### src/sv/lrut_pkg.sv
//------------------------------------------------------------------------------
// lrut_pkg
// shared types and constants for the lazy range update / query tree
//------------------------------------------------------------------------------
package lrut_pkg;

	localparam int unsigned LEAVES = 1024;
	localparam int unsigned LVL_W = $clog2(LEAVES);
	localparam int unsigned SPAN = 1 << LVL_W;
	localparam int unsigned NODES = 2 * SPAN - 1;
	localparam int unsigned NODE_W = $clog2(NODES);
	localparam int unsigned IDX_W = 11;
	localparam int unsigned DATA_W = 64;
	localparam int unsigned DEPTH_W = $clog2(LVL_W + 2);

	localparam logic [DATA_W-1:0] MIN_NEUTRAL = {1'b0, {(DATA_W - 1){1'b1}}};

	typedef enum logic [0:0] {
		REG_MODE = 1'b0,
		REG_INIT = 1'b1
	} reg_idx_t;

	// bit 0 picks sum over min, bit 1 picks add over assign
	typedef enum logic [1:0] {
		MODE_ASSIGN_MIN = 2'd0,
		MODE_ASSIGN_SUM = 2'd1,
		MODE_ADD_MIN    = 2'd2,
		MODE_ADD_SUM    = 2'd3
	} mode_t;

	typedef enum logic [0:0] {
		ACT_UPDATE = 1'b0,
		ACT_QUERY  = 1'b1
	} action_t;

	// datapath commands from the sequencer
	typedef enum logic [3:0] {
		DP_NOP,
		DP_CLR,
		DP_RD_NODE,
		DP_RD_KIDS,
		DP_PUSH,
		DP_APPLY,
		DP_MERGE,
		DP_ACC,
		DP_PUSH_FRAME,
		DP_POP_FRAME,
		DP_START
	} dp_op_t;

	typedef struct packed {
		dp_op_t            op;
		logic [NODE_W-1:0] clr_addr;
	} dp_cmd_t;

	typedef struct packed {
		logic disjoint;
		logic covered;
		logic leaf;
		logic pending;
		logic stack_empty;
		logic right_side;
	} dp_stat_t;

	function automatic logic [DATA_W-1:0] scale(input logic [DATA_W-1:0] x,
			input logic [DEPTH_W-1:0] lvl);
		// span of a node at depth lvl is a power of two: multiply is a shift
		scale = x << (LVL_W - lvl);
	endfunction

endpackage

### src/sv/lrut_ctrl.sv
//------------------------------------------------------------------------------
// lrut_ctrl
// sequencer for store reload and the depth-first tree walk
//------------------------------------------------------------------------------
module lrut_ctrl (
	input  logic               clk,
	input  logic               arst_n,
	input  logic               reload,
	input  logic               in_take,
	input  logic               action,
	input  logic               out_busy,
	input  lrut_pkg::dp_stat_t stat,
	output lrut_pkg::dp_cmd_t  cmd,
	output logic               idle,
	output logic               res_load
);
	localparam int unsigned NW = lrut_pkg::NODE_W;

	typedef enum logic [3:0] {
		S_CLEAR,
		S_IDLE,
		S_VISIT,
		S_CHECK,
		S_PULL,
		S_PUSH,
		S_DESCEND,
		S_RET,
		S_KIDS,
		S_MERGE,
		S_DONE
	} state_t;

	state_t        state_q;
	logic [NW-1:0] clr_q;
	logic          query_q;

	always_ff @(posedge clk or negedge arst_n) begin
		if (!arst_n) begin
			state_q <= S_CLEAR;
			clr_q   <= '0;
			query_q <= 1'b0;
		end else if (reload) begin
			state_q <= S_CLEAR;
			clr_q   <= '0;
		end else begin
			unique case (state_q)
				S_CLEAR: begin
					clr_q <= NW'(clr_q + NW'(1));
					if (clr_q == NW'(lrut_pkg::NODES - 1)) state_q <= S_IDLE;
				end
				S_IDLE: begin
					if (in_take) begin
						query_q <= action;
						state_q <= S_VISIT;
					end
				end
				S_VISIT: state_q <= S_CHECK;
				S_CHECK: begin
					if (stat.disjoint || stat.covered) state_q <= S_RET;
					else if (stat.pending) state_q <= S_PULL;
					else state_q <= S_DESCEND;
				end
				S_PULL: state_q <= S_PUSH;
				S_PUSH: state_q <= S_DESCEND;
				S_DESCEND: state_q <= S_VISIT;
				S_RET: begin
					if (stat.stack_empty) state_q <= S_DONE;
					else if (!stat.right_side) state_q <= S_VISIT;
					else if (!query_q) state_q <= S_KIDS;
					else state_q <= S_RET;
				end
				S_KIDS: state_q <= S_MERGE;
				S_MERGE: state_q <= stat.stack_empty ? S_DONE : S_RET;
				S_DONE: if (!(query_q && out_busy)) state_q <= S_IDLE;
				default: state_q <= S_IDLE;
			endcase
		end
	end

	// command decode; RET pops a frame, after update we merge the parent
	always_comb begin
		cmd.op = lrut_pkg::DP_NOP;
		cmd.clr_addr = clr_q;
		unique case (state_q)
			S_CLEAR:   cmd.op = lrut_pkg::DP_CLR;
			S_IDLE:    cmd.op = in_take ? lrut_pkg::DP_START : lrut_pkg::DP_NOP;
			S_VISIT:   cmd.op = lrut_pkg::DP_RD_NODE;
			S_CHECK:   cmd.op = (!query_q && stat.covered && !stat.disjoint) ?
				lrut_pkg::DP_APPLY : lrut_pkg::DP_ACC;
			S_PULL:    cmd.op = lrut_pkg::DP_RD_KIDS;
			S_PUSH:    cmd.op = lrut_pkg::DP_PUSH;
			S_DESCEND: cmd.op = lrut_pkg::DP_PUSH_FRAME;
			S_RET:     cmd.op = stat.stack_empty ? lrut_pkg::DP_NOP :
				lrut_pkg::DP_POP_FRAME;
			S_KIDS:    cmd.op = lrut_pkg::DP_RD_KIDS;
			S_MERGE:   cmd.op = lrut_pkg::DP_MERGE;
			default:   cmd.op = lrut_pkg::DP_NOP;
		endcase
	end

	assign idle = (state_q == S_IDLE);
	assign res_load = (state_q == S_DONE) && query_q && !out_busy;

	property p_clear_blocks;
		@(posedge clk) disable iff (!arst_n) state_q == S_CLEAR |-> !res_load;
	endproperty
	a_clear_blocks: assert property (p_clear_blocks) else $error("result during clear");

	property p_start_idle;
		@(posedge clk) disable iff (!arst_n)
			cmd.op == lrut_pkg::DP_START |-> state_q == S_IDLE;
	endproperty
	a_start_idle: assert property (p_start_idle) else $error("start while busy");

	property p_apply_update;
		@(posedge clk) disable iff (!arst_n)
			cmd.op == lrut_pkg::DP_APPLY |-> !query_q;
	endproperty
	a_apply_update: assert property (p_apply_update) else $error("query wrote store");

endmodule

### config.mk
export PLATFORM = sky130hd
export DESIGN_NAME = lrut_ctrl
export DESIGN_NICKNAME = d
export VERILOG_FILES = /design/src/sv/lrut_pkg.sv /design/src/sv/lrut_ctrl.sv
export SDC_FILE = /design/constraint.sdc
export NUM_CORES = 1
export LEC_CHECK = 0
export BUFFER_PORTS_ARGS = -buffer_cell sky130_fd_sc_hd__buf_2
export CAP_MARGIN = 20
export CELL_PAD_IN_SITES_DETAIL_PLACEMENT = 1
export CELL_PAD_IN_SITES_GLOBAL_PLACEMENT = 1
export CORE_ASPECT_RATIO = 0.5
export CORE_MARGIN = 1.5
export CORE_UTILIZATION = 38
export CTS_BUF_LIST = sky130_fd_sc_hd__clkbuf_16
export CTS_CLUSTER_SIZE = 8
export DETAILED_ROUTE_END_ITERATION = 10
export PLACE_DENSITY_LB_ADDON = 0.1
export REMOVE_ABC_BUFFERS = 1
export SYNTH_ARGS = -nofsm -noshare
export SYNTH_HDL_FRONTEND = slang
export SYNTH_SLANG_ARGS = --single-unit
export TNS_END_PERCENT = 1
### constraint.sdc
create_clock -name clk -period 1.86 [get_ports clk]
set_input_delay 0.093 -clock clk [delete_from_list [all_inputs] [get_ports clk]]
set_output_delay 0.093 -clock clk [all_outputs]
set_load 0.02 [all_outputs]
# --- Yosys cells after proc, flatten, opt, wreduce, memory -nomap -nowiden ---
# Cells that the tools add are included.
totals:
  inputBits: 12
  wordCells: 50
  register_bits: 16
  out_inout_bits: 17
classes:
  n_addsub: 1
  mux: 17
  n_reduce_logical: 14
  n_eq_ne: 14
  n_bitwise: 1
ops:
  columns: ["cell", "count"]
  rows:
  - ["4-bit case mux with 11 select lines", 1]
  - ["4-bit 2-to-1 mux", 10]
  - ["4-bit case mux with 9 select lines", 1]
  - ["11-bit 2-to-1 mux", 2]
  - ["4-bit by 3-bit == test with 1-bit output (second input constant)", 4]
  - ["4-bit == test (second input constant)", 3]
  - ["11-bit by 1-bit adder with 11-bit output (second input constant)", 1]
  - ["11-bit == test (second input constant)", 1]
  - ["3-bit != test (second input constant)", 3]
  - ["4-bit by 2-bit == test with 1-bit output (second input constant)", 2]
  - ["2-bit 2-to-1 mux", 3]
  - ["3-bit AND reduction", 2]
  - ["1-bit logical AND", 5]
  - ["4-bit by 1-bit == test with 1-bit output (second input constant)", 1]
  - ["4-bit zero test", 1]
  - ["1-bit zero test", 3]
  - ["2-bit nonzero test", 1]
  - ["2-bit OR reduction", 1]
  - ["1-bit logical OR", 1]
  - ["1-bit NOT", 1]

# --- Depth between registers and ports, before layout ---
# Gate-level depths: netlist of the first run.
logic_depth:
  word_depth: 5
  mapped_depth: 6
  mapped_depth_nobuf: 6

# --- Worst setup path before layout of the first run ---
# OpenSTA, ideal clock, no wires.
synth_path:
  kind: "register -> register"
  from: "register state_q[1]"
  to: "register query_q"
  stages_incl_launch_ff: 5
  n_path_buf: 1
  path_slack_ns: 0.186
  setup_ns: 0.125
  arrival_time_ns: 1.549
  t_required_ns: 1.735
  synth_period_minus_slack_ns: 1.674
  path_cell_list: "dfrtp_1 buf_6 nor4b_2 nand3b_1 mux2_2"
synth_between:
  elab_chain_len: 2
synth_lines:
  columns: ["element", "line_no", "rtl"]
  rows:
  - ["start: declaration", "lrut_ctrl.sv:33", "state_t state_q;"]
  - ["start signal: assignment", "lrut_ctrl.sv:73", "S_MERGE: state_q <= stat.stack_empty ? S_DONE : S_RET;"]
  - ["4-bit by 1-bit == test with 1-bit output", null, null]
  - ["net idle", "lrut_ctrl.sv:14", "output logic idle,"]
  - ["3-bit AND reduction (no source line)", null, null]
  - ["end signal: assignment", "lrut_ctrl.sv:53", "query_q <= action;"]
  - ["end: declaration", "lrut_ctrl.sv:35", "logic query_q;"]
# The timed path passes the listed nets, and every way through them passes these cells.
# A chain may end at the register's enable or synchronous reset.

# --- Worst setup path in the final report of the first run ---
layout_path:
  from: "register state_q[1]"
  to: "register clr_q[9]"
layout_between:
  elab_chain_len: 2
layout_lines:
  columns: ["element", "line_no", "rtl"]
  rows:
  - ["4-bit zero test", "lrut_ctrl.sv:46", "unique case (state_q)"]
  - ["2-bit nonzero test (no source line)", null, null]
  - ["end signal: assignment", "lrut_ctrl.sv:48", "clr_q <= NW'(clr_q + NW'(1));"]
  - ["end: declaration", "lrut_ctrl.sv:34", "logic [NW-1:0] clr_q;"]
# No other way between the ends.

==> results of run 1 <==
## logic make-up (layout without fill, tap and decap cells)
| kind of cell | count (synthesis) | in the layout |
|---|---|---|
| XOR/XNOR | 8 | 8 |
| AND/OR/NAND/NOR | 57 | 57 |
| flip-flops | 16 | 16 |
| adder cells (fa/ha/maj) | 2 | 2 |
| AO/OA/AOI/OAI | 30 | 30 |
| buffers and inverters | 12 | 43 |
| multiplexers | 1 | 1 |
## flip-flops by register name (all words and copies together), names as in the netlist
name / count
clr_q: 11
state_q: 4
query_q: 1
## through the flow
step           instance area [um^2]  utilization
6_report                       1391       0.5184
5_1_grt                        1391       0.5184
4_1_cts                        1391       0.5184
3_5_place_dp                   1306       0.4867
3_3_place_gp                   1306       0.4867
2_1_floorplan                  1072            -
## per-layer routing
| metal | part of all wire | wire length, um |
|---|---|---|
| met1 | 0.47 | 1326 |
| met4 | 0.0072 | 20 |
| met2 | 0.47 | 1307 |
| met5 | 0 | 0 |
| met3 | 0.051 | 143 |
## Yosys cell counts, types with 2 or more instances
cell,count
and2_1,2
ha_1,2
dfrtp_1,16
xor2_1,7
nand3_1,5
clkbuf_1,5
nor2b_1,2
inv_1,5
o21ai_0,8
and4_1,2
nor2_1,16
nor3b_1,2
nand3b_1,3
nand2b_1,4
buf_6,2
a21oi_1,7
o22ai_1,2
or3_1,3
nand4_1,3
nand2_1,7
## placed cells by master (no fill, tap or decap), drive strengths merged, types with 3 or more instances in the layout
master  netlist  final
o21ai         8      8
nand4         4      4
nand2b        4      4
nand3b        3      3
inv           5      5
nand3         5      5
clkbuf        5      3
nand2         7      7
or3           3      3
buf           2     34
dfrtp        16     16
nor2         16     16
a21oi         7      7
xor2          7      7
## final cells by class
| cell class | instances | area share |
|---|---|---|
| repair buffers | 35 | 0.1421 |
| multi-input cells | 98 | 0.4694 |
| well taps | 37 | 0.03327 |
| inverters | 5 | 0.01349 |
| flip-flops and latches | 16 | 0.2878 |
| clock buffers | 3 | 0.05396 |
## how the worst max path moves through the flow
| stage | to | slack (ns) | cells past startpoint |
|---|---|---|---|
| 4_1_cts | clr_q[9]$_DFFE_PN0P_ | 0.13 | 4 |
| 5_1_grt | clr_q[9]$_DFFE_PN0P_ | 0.04 | 4 |
| 3_5_place_dp | clr_q[9]$_DFFE_PN0P_ | 0.15 | 4 |
| 2_1_floorplan | clr_q[9]$_DFFE_PN0P_ | -0.08 | 4 |
| 6_report | clr_q[9]$_DFFE_PN0P_ | 0.16 | 4 |
| 3_3_place_gp | clr_q[9]$_DFFE_PN0P_ | 0.21 | 4 |
## where the power goes
| part | switching [uW] | total (uW) | leakage (uW) | internal, uW |
|---|---|---|---|---|
| registers | 15.9 | 375 | 0.000221 | 359 |
| clock network | 128 | 409 | 0.0000370 | 282 |
| logic | 42.5 | 69.7 | 0.000393 | 27.2 |
| total | 186 | 854 | 0.000651 | 668 |
## worst register-to-register path: cells and delay by family (launching register included)
family	cells	cell delay [ns]
DFF	1	0.42
and+or+nand+nor	3	1.07
AOI/OAI and AO/OA	1	0.14
==> impl_metrics.json, run 1 <==
{
  "fin_tns_setup_ns": 0,
  "ys_seq_area_frac": 0.3596,
  "reg2reg_to": "clr_q[9]$_DFFE_PN0P_",
  "start_kind": "flop",
  "yosys.area_share.simple": 0.3135,
  "syn2layout_area_growth_pct": 24.94,
  "synthAdderAreaFrac": 0.02247,
  "worstHoldStart": "action",
  "path_clk_slew_ns": 0.05,
  "boundaryPins": 29,
  "holdPathStages": 2,
  "power.density_nw_per_um2": 614.0,
  "worstPathCellList": "nor4_4, nand4_1, or3_1, a21oi_1",
  "maxCapViolCount": 0,
  "synthTopCellsByArea": "dfrtp_1, xor2_1, nor2_1",
  "detail_route.iter0.violations": 25,
  "ys_ff_latch": 16,
  "synth-xor-area-share": 0.06292,
  "grt_pass1_wl_um": 4471,
  "async_flop_share": 1.000,
  "antenna_found_initial": 0,
  "yosys-mux-area-fraction": 0.01011,
  "ff2ff_path_depth": 4,
  "die_h_um": 41.28,
  "synth_compound_area_frac": 0.1775,
  "clock_sinks": 16,
  "routed_via_density": 5.526,
  "outcome": "finished, final reports clean",
  "seq_area_um2": 400.4,
  "cts_buffer_depth": 2,
  "cts_tree": "done",
  "grtUsageMet3": 0.04000,
  "grt_max_degree": 17,
  "ys.flop_type": "dfrtp_1",
  "port_buffers": 27,
  "avgRoutedWirePerCell_um": 14.42,
  "max-slew-margin-rel": 0.7325,
  "multi_input_area_um2": 653.1,
  "setup_viol": 0,
  "cp.arrival_ns": 1.87,
  "postCtsSetupRepairBufs": 0,
  "rsz0062_at_grt": "false",
  "busiest_layer": "met2",
  "drv_slew": 0,
  "die_area_um2": 3284,
  "nets": 173,
  "drc": 0,
  "critical_path.max_fanout": 5,
  "finalHoldViolations": 0,
  "nFillCells": 337,
  "htreeDepth": 1,
  "grt_pass1_vias": 969,
  "min_period_ns": 1.698,
  "crit_path_start": "state_q[1]$_DFFE_PN0P_",
  "ant_nets": 0,
  "fmax_mhz": 588.9,
  "netlist-cell-type-count": 43,
  "n_antenna_cell": 0,
  "die_x_um": 79.56,
  "cts-buffers-inserted": 3,
  "reg2reg_slack_ns": 0.16,
  "synth_top_family_by_area": "simple AND/OR/NAND/NOR gates",
  "grt_use_met2": 0.3475,
  "routed_wl_um": 2797,
  "cp_top_family": "simple AND/OR/NAND/NOR gates",
  "worstMarginPinSlew_ns": 0.3982,
  "cts_root_buf": "clkbuf_16",
  "fin_ws_ns": 0.1619,
  "vdd_ir_drop_max_v": 0.0004127,
  "worstPathBufferInverterCount": 0,
  "cts_resized": 0,
  "hpwl_um": 2094,
  "firstDrtPassIters": 4,
  "syn_avg_cell_area_um2": 8.838,
  "crit_required_ns": 2.03,
  "worst_setup_path_end_kind": "flop",
  "vias": 1072,
  "synth_top_area_cell": "dfrtp_1",
  "finalPower_uw": 854.3,
  "slowest_delay_ns": 0.45,
  "hp-class": "in2reg",
  "synth_edf_count": 0,
  "pre_cts_ws_ns": 0.1461,
  "cts_hold_buf": 1,
  "clk_latency_ns": 0.24,
  "stdcell_count": 194,
  "p_leak_uw": 0.0006506,
  "std_cell_rows": 13,
  "start_util": 0.4149,
  "dp_cells": 190,
  "met1_usage": 0.2256,
  "yosys.area.top_type_share": 0.3596,
  "crit_slowest_cell": "nor4_4",
  "synthCells": 126,
  "drive_gt1_frac": 0.2611,
  "finClkSkew_ns": 0.003041,
  "worstSetupPathType": "reg2reg",
  "grtUsageTotal": 0.1841,
  "yosysWarningCount": 0,
  "place_congestion": 0.7614,
  "synth_area_um2": 1114,
  "grt_overflow": 0,
  "whs_ns": 0.08202,
  "period_share": 0.9130,
  "core-area_um2": 2684,
  "hold_end": "query_q$_DFFE_PN0P_",
  "timing.rr.start": "state_q[1]$_DFFE_PN0P_"
}
No activity file was read; power rests on OpenSTA's default activity.
==> run 2, diff against run 1 <==
CELL_PAD_IN_SITES_DETAIL_PLACEMENT = unset   (was 1)
CELL_PAD_IN_SITES_GLOBAL_PLACEMENT = unset   (was 1)
CORE_ASPECT_RATIO = unset   (was 0.5)
CORE_UTILIZATION = 46   (was 38)
PLACE_DENSITY = 0.71   (was unset)
PLACE_DENSITY_LB_ADDON = unset   (was 0.1)
==> run 2 against run 1 <==
Effect of this change:
- via count is 2.1% lower
- critical path depth up 2
- clock skew decreased by 0.00073 ns
- final cell count shrank 4.6%
- worst setup slack worse by 0.011 ns
- register-to-register slack about the same
- worst hold slack lost 0.0023 ns
- sequential power is essentially flat
- critical endpoint is now cmd[14]
- largest cell class unchanged
- largest power group unchanged
==> impl_metrics.json, run 2 (same netlist as run 1, synthesis figures left out) <==
{
  "cts_root_buf": "clkbuf_16",
  "port_buffers": 27,
  "htreeDepth": 1,
  "ant_nets": 0,
  "avgRoutedWirePerCell_um": 13.40,
  "path_clk_slew_ns": 0.05,
  "drc": 0,
  "die_x_um": 52.20,
  "finalHoldViolations": 0,
  "seq_area_um2": 400.4,
  "postCtsSetupRepairBufs": 0,
  "grt_pass1_vias": 931,
  "antenna_found_initial": 0,
  "hpwl_um": 1821,
  "grtUsageTotal": 0.2088,
  "cts_buffer_depth": 2,
  "design_area_um2": 1376,
  "boundaryPins": 29,
  "die_h_um": 52.20,
  "worstMarginPinSlew_ns": 0.4142,
  "final_cell_mix": "buf_2, nor2_1, dfrtp_1, o21ai_0",
  "routed_wl_um": 2479,
  "grt_pass1_wl_um": 4140,
  "worstPathCellList": "buf_4, nand2b_1, nor3_1, a31oi_1, nor2_1, buf_2",
  "grt_max_degree": 17,
  "worst_setup_path_end_kind": "output port",
  "cts_resized": 0,
  "grt_overflow": 0,
  "top_regs": "clr_q: 11 flops, state_q: 4 flops, query_q: 1 flops",
  "std_cell_rows": 17,
  "slowest_delay_ns": 0.48,
  "period_share": 0.9188,
  "dp_cells": 180,
  "rsz0062_at_grt": "false",
  "cts-buffers-inserted": 3,
  "largest_reg_flops": 11,
  "detail_route.iter0.violations": 23,
  "cts_tree": "done",
  "max-slew-margin-rel": 0.7231,
  "nets": 172,
  "pre_cts_ws_ns": 0.1300,
  "outcome": "finished, final reports clean",
  "clock_sinks": 16,
  "critical_path.max_fanout": 10,
  "vdd_ir_drop_max_v": 0.0006276,
  "fin_ws_ns": 0.1510,
  "drv_slew": 0,
  "nFillCells": 221,
  "min_period_ns": 1.709,
  "setup_viol": 0,
  "whs_ns": 0.07977,
  "worstSetupPathType": "reg2out",
  "cp.arrival_ns": 1.62,
  "crit_slowest_cell": "dfrtp_1",
  "fin_tns_setup_ns": 0,
  "firstDrtPassIters": 4,
  "vias": 1049,
  "syn2layout_area_growth_pct": 23.60,
  "maxCapViolCount": 0,
  "layout_commonest_cell": "buf_2",
  "crit_required_ns": 1.77,
  "p_leak_uw": 0.0006467,
  "multi_input_area_um2": 653.1,
  "drive_gt1_frac": 0.2548,
  "n_antenna_cell": 0,
  "routed_via_density": 5.670,
  "clk_latency_ns": 0.25,
  "finClkSkew_ns": 0.002313,
  "hp-class": "in2reg",
  "core-area_um2": 2255,
  "regMostFlops": "clr_q",
  "place_area_um2": 1287,
  "place_congestion": 0.8606,
  "stdcell_count": 185,
  "worstPathBufferInverterCount": 2,
  "die_area_um2": 2725,
  "fmax_mhz": 585.1,
  "power.density_nw_per_um2": 628.6,
  "cp_top_family": "flip-flops",
  "start_util": 0.4939,
  "start_kind": "flop"
}
==> run 2: cell count changes in the layout (fill, tap and decap cells not counted) <==
cell	change
buf_4	-1
clkinv_1	+1
==> run 2: layout make-up <==
| cell class | instances | share of cell area |
|---|---|---|
| multi-input combinational | 98 | 0.4745 |
| sequential | 16 | 0.2909 |
| timing repair buffer | 34 | 0.1382 |
| clock buffer | 3 | 0.05455 |
| tap | 28 | 0.02545 |
| inverter | 5 | 0.01364 |
| clock inverter | 1 | 0.002727 |
==> run 2: what timing repair did <==
action,4_1_cts,5_1_grt
setup endpoints to repair,0,1
hold endpoints to repair,16,0
hold buffers,1,0
==> run 2: stage by stage <==
step	total power, uW	utilization
detailed placement	447.5	0.5710
CTS	875.6	0.6104
global placement	444.8	0.5710
global route	899.1	0.6104
floorplan	408.1	-
finish	865.2	0.6104
==> run 2: worst register-to-register path: cells and delay by family (launching register included) <==
family | cells | cell delay, ns
AOI/OAI and AO/OA | 1 | 0.15
DFF | 1 | 0.48
and+or+nand+nor | 3 | 1.00
==> run 2: power by group <==
group | leakage, uW | total, uW | internal (uW) | switching, uW
clock | 0.0000385 | 423 | 285 | 137
combinational | 0.000388 | 69.1 | 27.3 | 41.8
sequential | 0.000221 | 374 | 359 | 14.5
total | 0.000647 | 865 | 672 | 193
==> run 2: per-layer routing <==
metal / global-route usage / wire length, um / vias to the layer above
li1: - / - / 524
met1: 0.2717 / 1171 / 489
met2: 0.3354 / 1169 / 31
met3: 0.05143 / 104 / 5
met4: 0.07692 / 34 / 0
met5: 0 / 0 / -
==> run 2: path summary, 6_finish.rpt <==
check	from	end	slack, ns	depth (start not counted)
max in group asynchronous	arst_n	state_q[1]$_DFFE_PN0P_	1.29	2
setup / recovery	state_q[1]$_DFFE_PN0P_	cmd[14]	0.15	6
hold reg to reg	clr_q[5]$_DFFE_PN0P_	clr_q[5]$_DFFE_PN0P_	0.56	2
min in group asynchronous	arst_n	clr_q[8]$_DFFE_PN0P_	0.30	2
hold / removal	action	query_q$_DFFE_PN0P_	0.08	2
setup reg to reg	state_q[1]$_DFFE_PN0P_	clr_q[9]$_DFFE_PN0P_	0.15	4
==> run 3, diff against run 2 <==
BUFFER_PORTS_ARGS = -buffer_cell sky130_fd_sc_hd__clkbuf_2   (was -buffer_cell sky130_fd_sc_hd__buf_2)
==> run 3 against run 2 <==
Effect of this change:
- via count rose by 0.38%
- sequential cell count unchanged
- sequential power is essentially flat
- utilization is 0.33 points higher
- count of clock-buffer cells in the layout did not move
- worst hold slack lost 0.0013 ns
- total power shrank 0.74%
- worst setup slack improved by 0.019 ns
- global-route usage down 0.38 points
- sequential share of layout area down 0.16 points
==> impl_metrics.json, run 3 (same netlist as run 1, synthesis figures left out) <==
{
  "multi_input_area_um2": 653.1,
  "start_kind": "flop",
  "p_leak_uw": 0.0006419,
  "firstDrtPassIters": 4,
  "maxCapViolCount": 0,
  "cts_tree": "done",
  "top_layer_used": "met4",
  "grtUsageTotal": 0.2051,
  "period_share": 0.9085,
  "finClkSkew_ns": 0.002021,
  "worst_setup_path_end_kind": "flop",
  "port_buffers": 27,
  "outcome": "finished, final reports clean",
  "hpwl_um": 1930,
  "wl_met2_um": 1265,
  "place_area_um2": 1295,
  "hp-class": "in2reg",
  "slowest_delay_ns": 0.48,
  "finalHoldViolations": 0,
  "grt_overflow": 0,
  "crit_required_ns": 2.02,
  "drive_gt1_frac": 0.2595,
  "dp_cells": 181,
  "min_period_ns": 1.690,
  "die_x_um": 52.20,
  "ant_nets": 0,
  "n_antenna_cell": 0,
  "place_congestion": 0.8982,
  "clk_latency_ns": 0.24,
  "top_regs": "clr_q: 11 flops, state_q: 4 flops, query_q: 1 flops",
  "crit_slowest_cell": "dfrtp_1",
  "setup_viol": 0,
  "stdcell_count": 186,
  "layout_commonest_cell": "clkbuf_2",
  "avgRoutedWirePerCell_um": 13.58,
  "reg2reg_slack_ns": 0.17,
  "critical_path.max_fanout": 9,
  "final_cell_mix": "clkbuf_2, nor2_1, dfrtp_1, o21ai_0",
  "reg2reg_to": "clr_q[9]$_DFFE_PN0P_",
  "cp.arrival_ns": 1.85,
  "worstMarginPinSlew_ns": 0.4309,
  "seq_area_um2": 400.4,
  "routed_wl_um": 2525,
  "nets": 173,
  "drv_slew": 0,
  "syn2layout_area_growth_pct": 24.27,
  "crit_end": "clr_q[9]$_DFFE_PN0P_",
  "nFillCells": 222,
  "path_clk_slew_ns": 0.05,
  "std_cell_rows": 17,
  "ff2ff_path_depth": 4,
  "wl_met3_um": 113,
  "clock_sinks": 16,
  "detail_route.iter0.violations": 13,
  "die_area_um2": 2725,
  "drc": 0,
  "fmax_mhz": 591.8,
  "antenna_found_initial": 0,
  "grt_pass1_vias": 937,
  "worstPathCellList": "nor4_4, nand4_1, or3_1, a21oi_1",
  "htreeDepth": 1,
  "max-slew-margin-rel": 0.7120,
  "cts_buffer_depth": 2,
  "vdd_ir_drop_max_v": 0.0004497,
  "vias": 1053,
  "routed_via_density": 5.661,
  "worstSetupPathType": "reg2reg",
  "cts_root_buf": "clkbuf_16",
  "whs_ns": 0.07846,
  "grt_pass1_wl_um": 4167,
  "boundaryPins": 29,
  "core-area_um2": 2255,
  "timing.rr.start": "state_q[2]$_DFFE_PN0P_",
  "regMostFlops": "clr_q",
  "wl_met1_um": 1137,
  "largest_reg_flops": 11,
  "power.density_nw_per_um2": 620.5,
  "final_util": 0.6138,
  "die_h_um": 52.20,
  "crit_path_start": "state_q[2]$_DFFE_PN0P_",
  "rsz0062_at_grt": "false",
  "start_util": 0.4939,
  "cts-buffers-inserted": 3,
  "grt_max_degree": 17,
  "design_area_um2": 1384
}
## run 3: cell type report
type,instances,share of cell area
well taps,28,0.02532
multi-input cells,98,0.4720
clock inverters,1,0.002712
inverters,5,0.01356
repair buffers,35,0.1429
flip-flops and latches,16,0.2893
clock buffers,3,0.05425
## run 3: how the worst min path moves through the flow
stage | startpoint | depth (start not counted) | endpoint | slack (ns)
3_5_place_dp | arst_n | 1 | clr_q[9]$_DFFE_PN0P_ | 0.04
6_report | action | 2 | query_q$_DFFE_PN0P_ | 0.08
2_1_floorplan | arst_n | 0 | clr_q[0]$_DFFE_PN0P_ | -0.20
3_3_place_gp | arst_n | 1 | clr_q[8]$_DFFE_PN0P_ | 0.03
5_1_grt | action | 2 | query_q$_DFFE_PN0P_ | 0.08
4_1_cts | action | 2 | query_q$_DFFE_PN0P_ | 0.08
## run 3: report_power, final
| part | total (uW) | internal, uW | switching, uW |
|---|---|---|---|
| sequential | 374 | 359 | 15.2 |
| combinational | 67.6 | 26.8 | 40.8 |
| clock | 417 | 285 | 132 |
| total | 859 | 671 | 188 |
## run 3: what timing repair did
item / in CTS / in global routing
hold buffers: 1 / 0
endpoints found under the hold margin: 16 / 0
gates resized for setup: 0 / 0
setup buffers: 0 / 0
## run 3: per-layer routing
| metal | vias up | GRT usage |
|---|---|---|
| met4 | 0 | 0.05128 |
| met3 | 2 | 0.03714 |
| met5 | - | 0 |
| met1 | 500 | 0.2676 |
| met2 | 29 | 0.3502 |
| li1 | 522 | - |
## run 3: critical path: cells and delay by family, from the launching register on
kind | cells | cell delay (ns)
AND/OR/NAND/NOR | 3 | 0.97
flip-flops | 1 | 0.48
AO/OA/AOI/OAI | 1 | 0.16
## run 3: per-stage QoR
step	setup TNS, ns	worst slack, ns	total power, uW
CTS	0	0.1520	869.9
global route	0	0.03874	901.7
global placement	0	0.2117	445.1
detailed placement	0	0.1669	447.3
finish	0	0.1702	858.7
floorplan	-0.07883	-0.07883	408.1
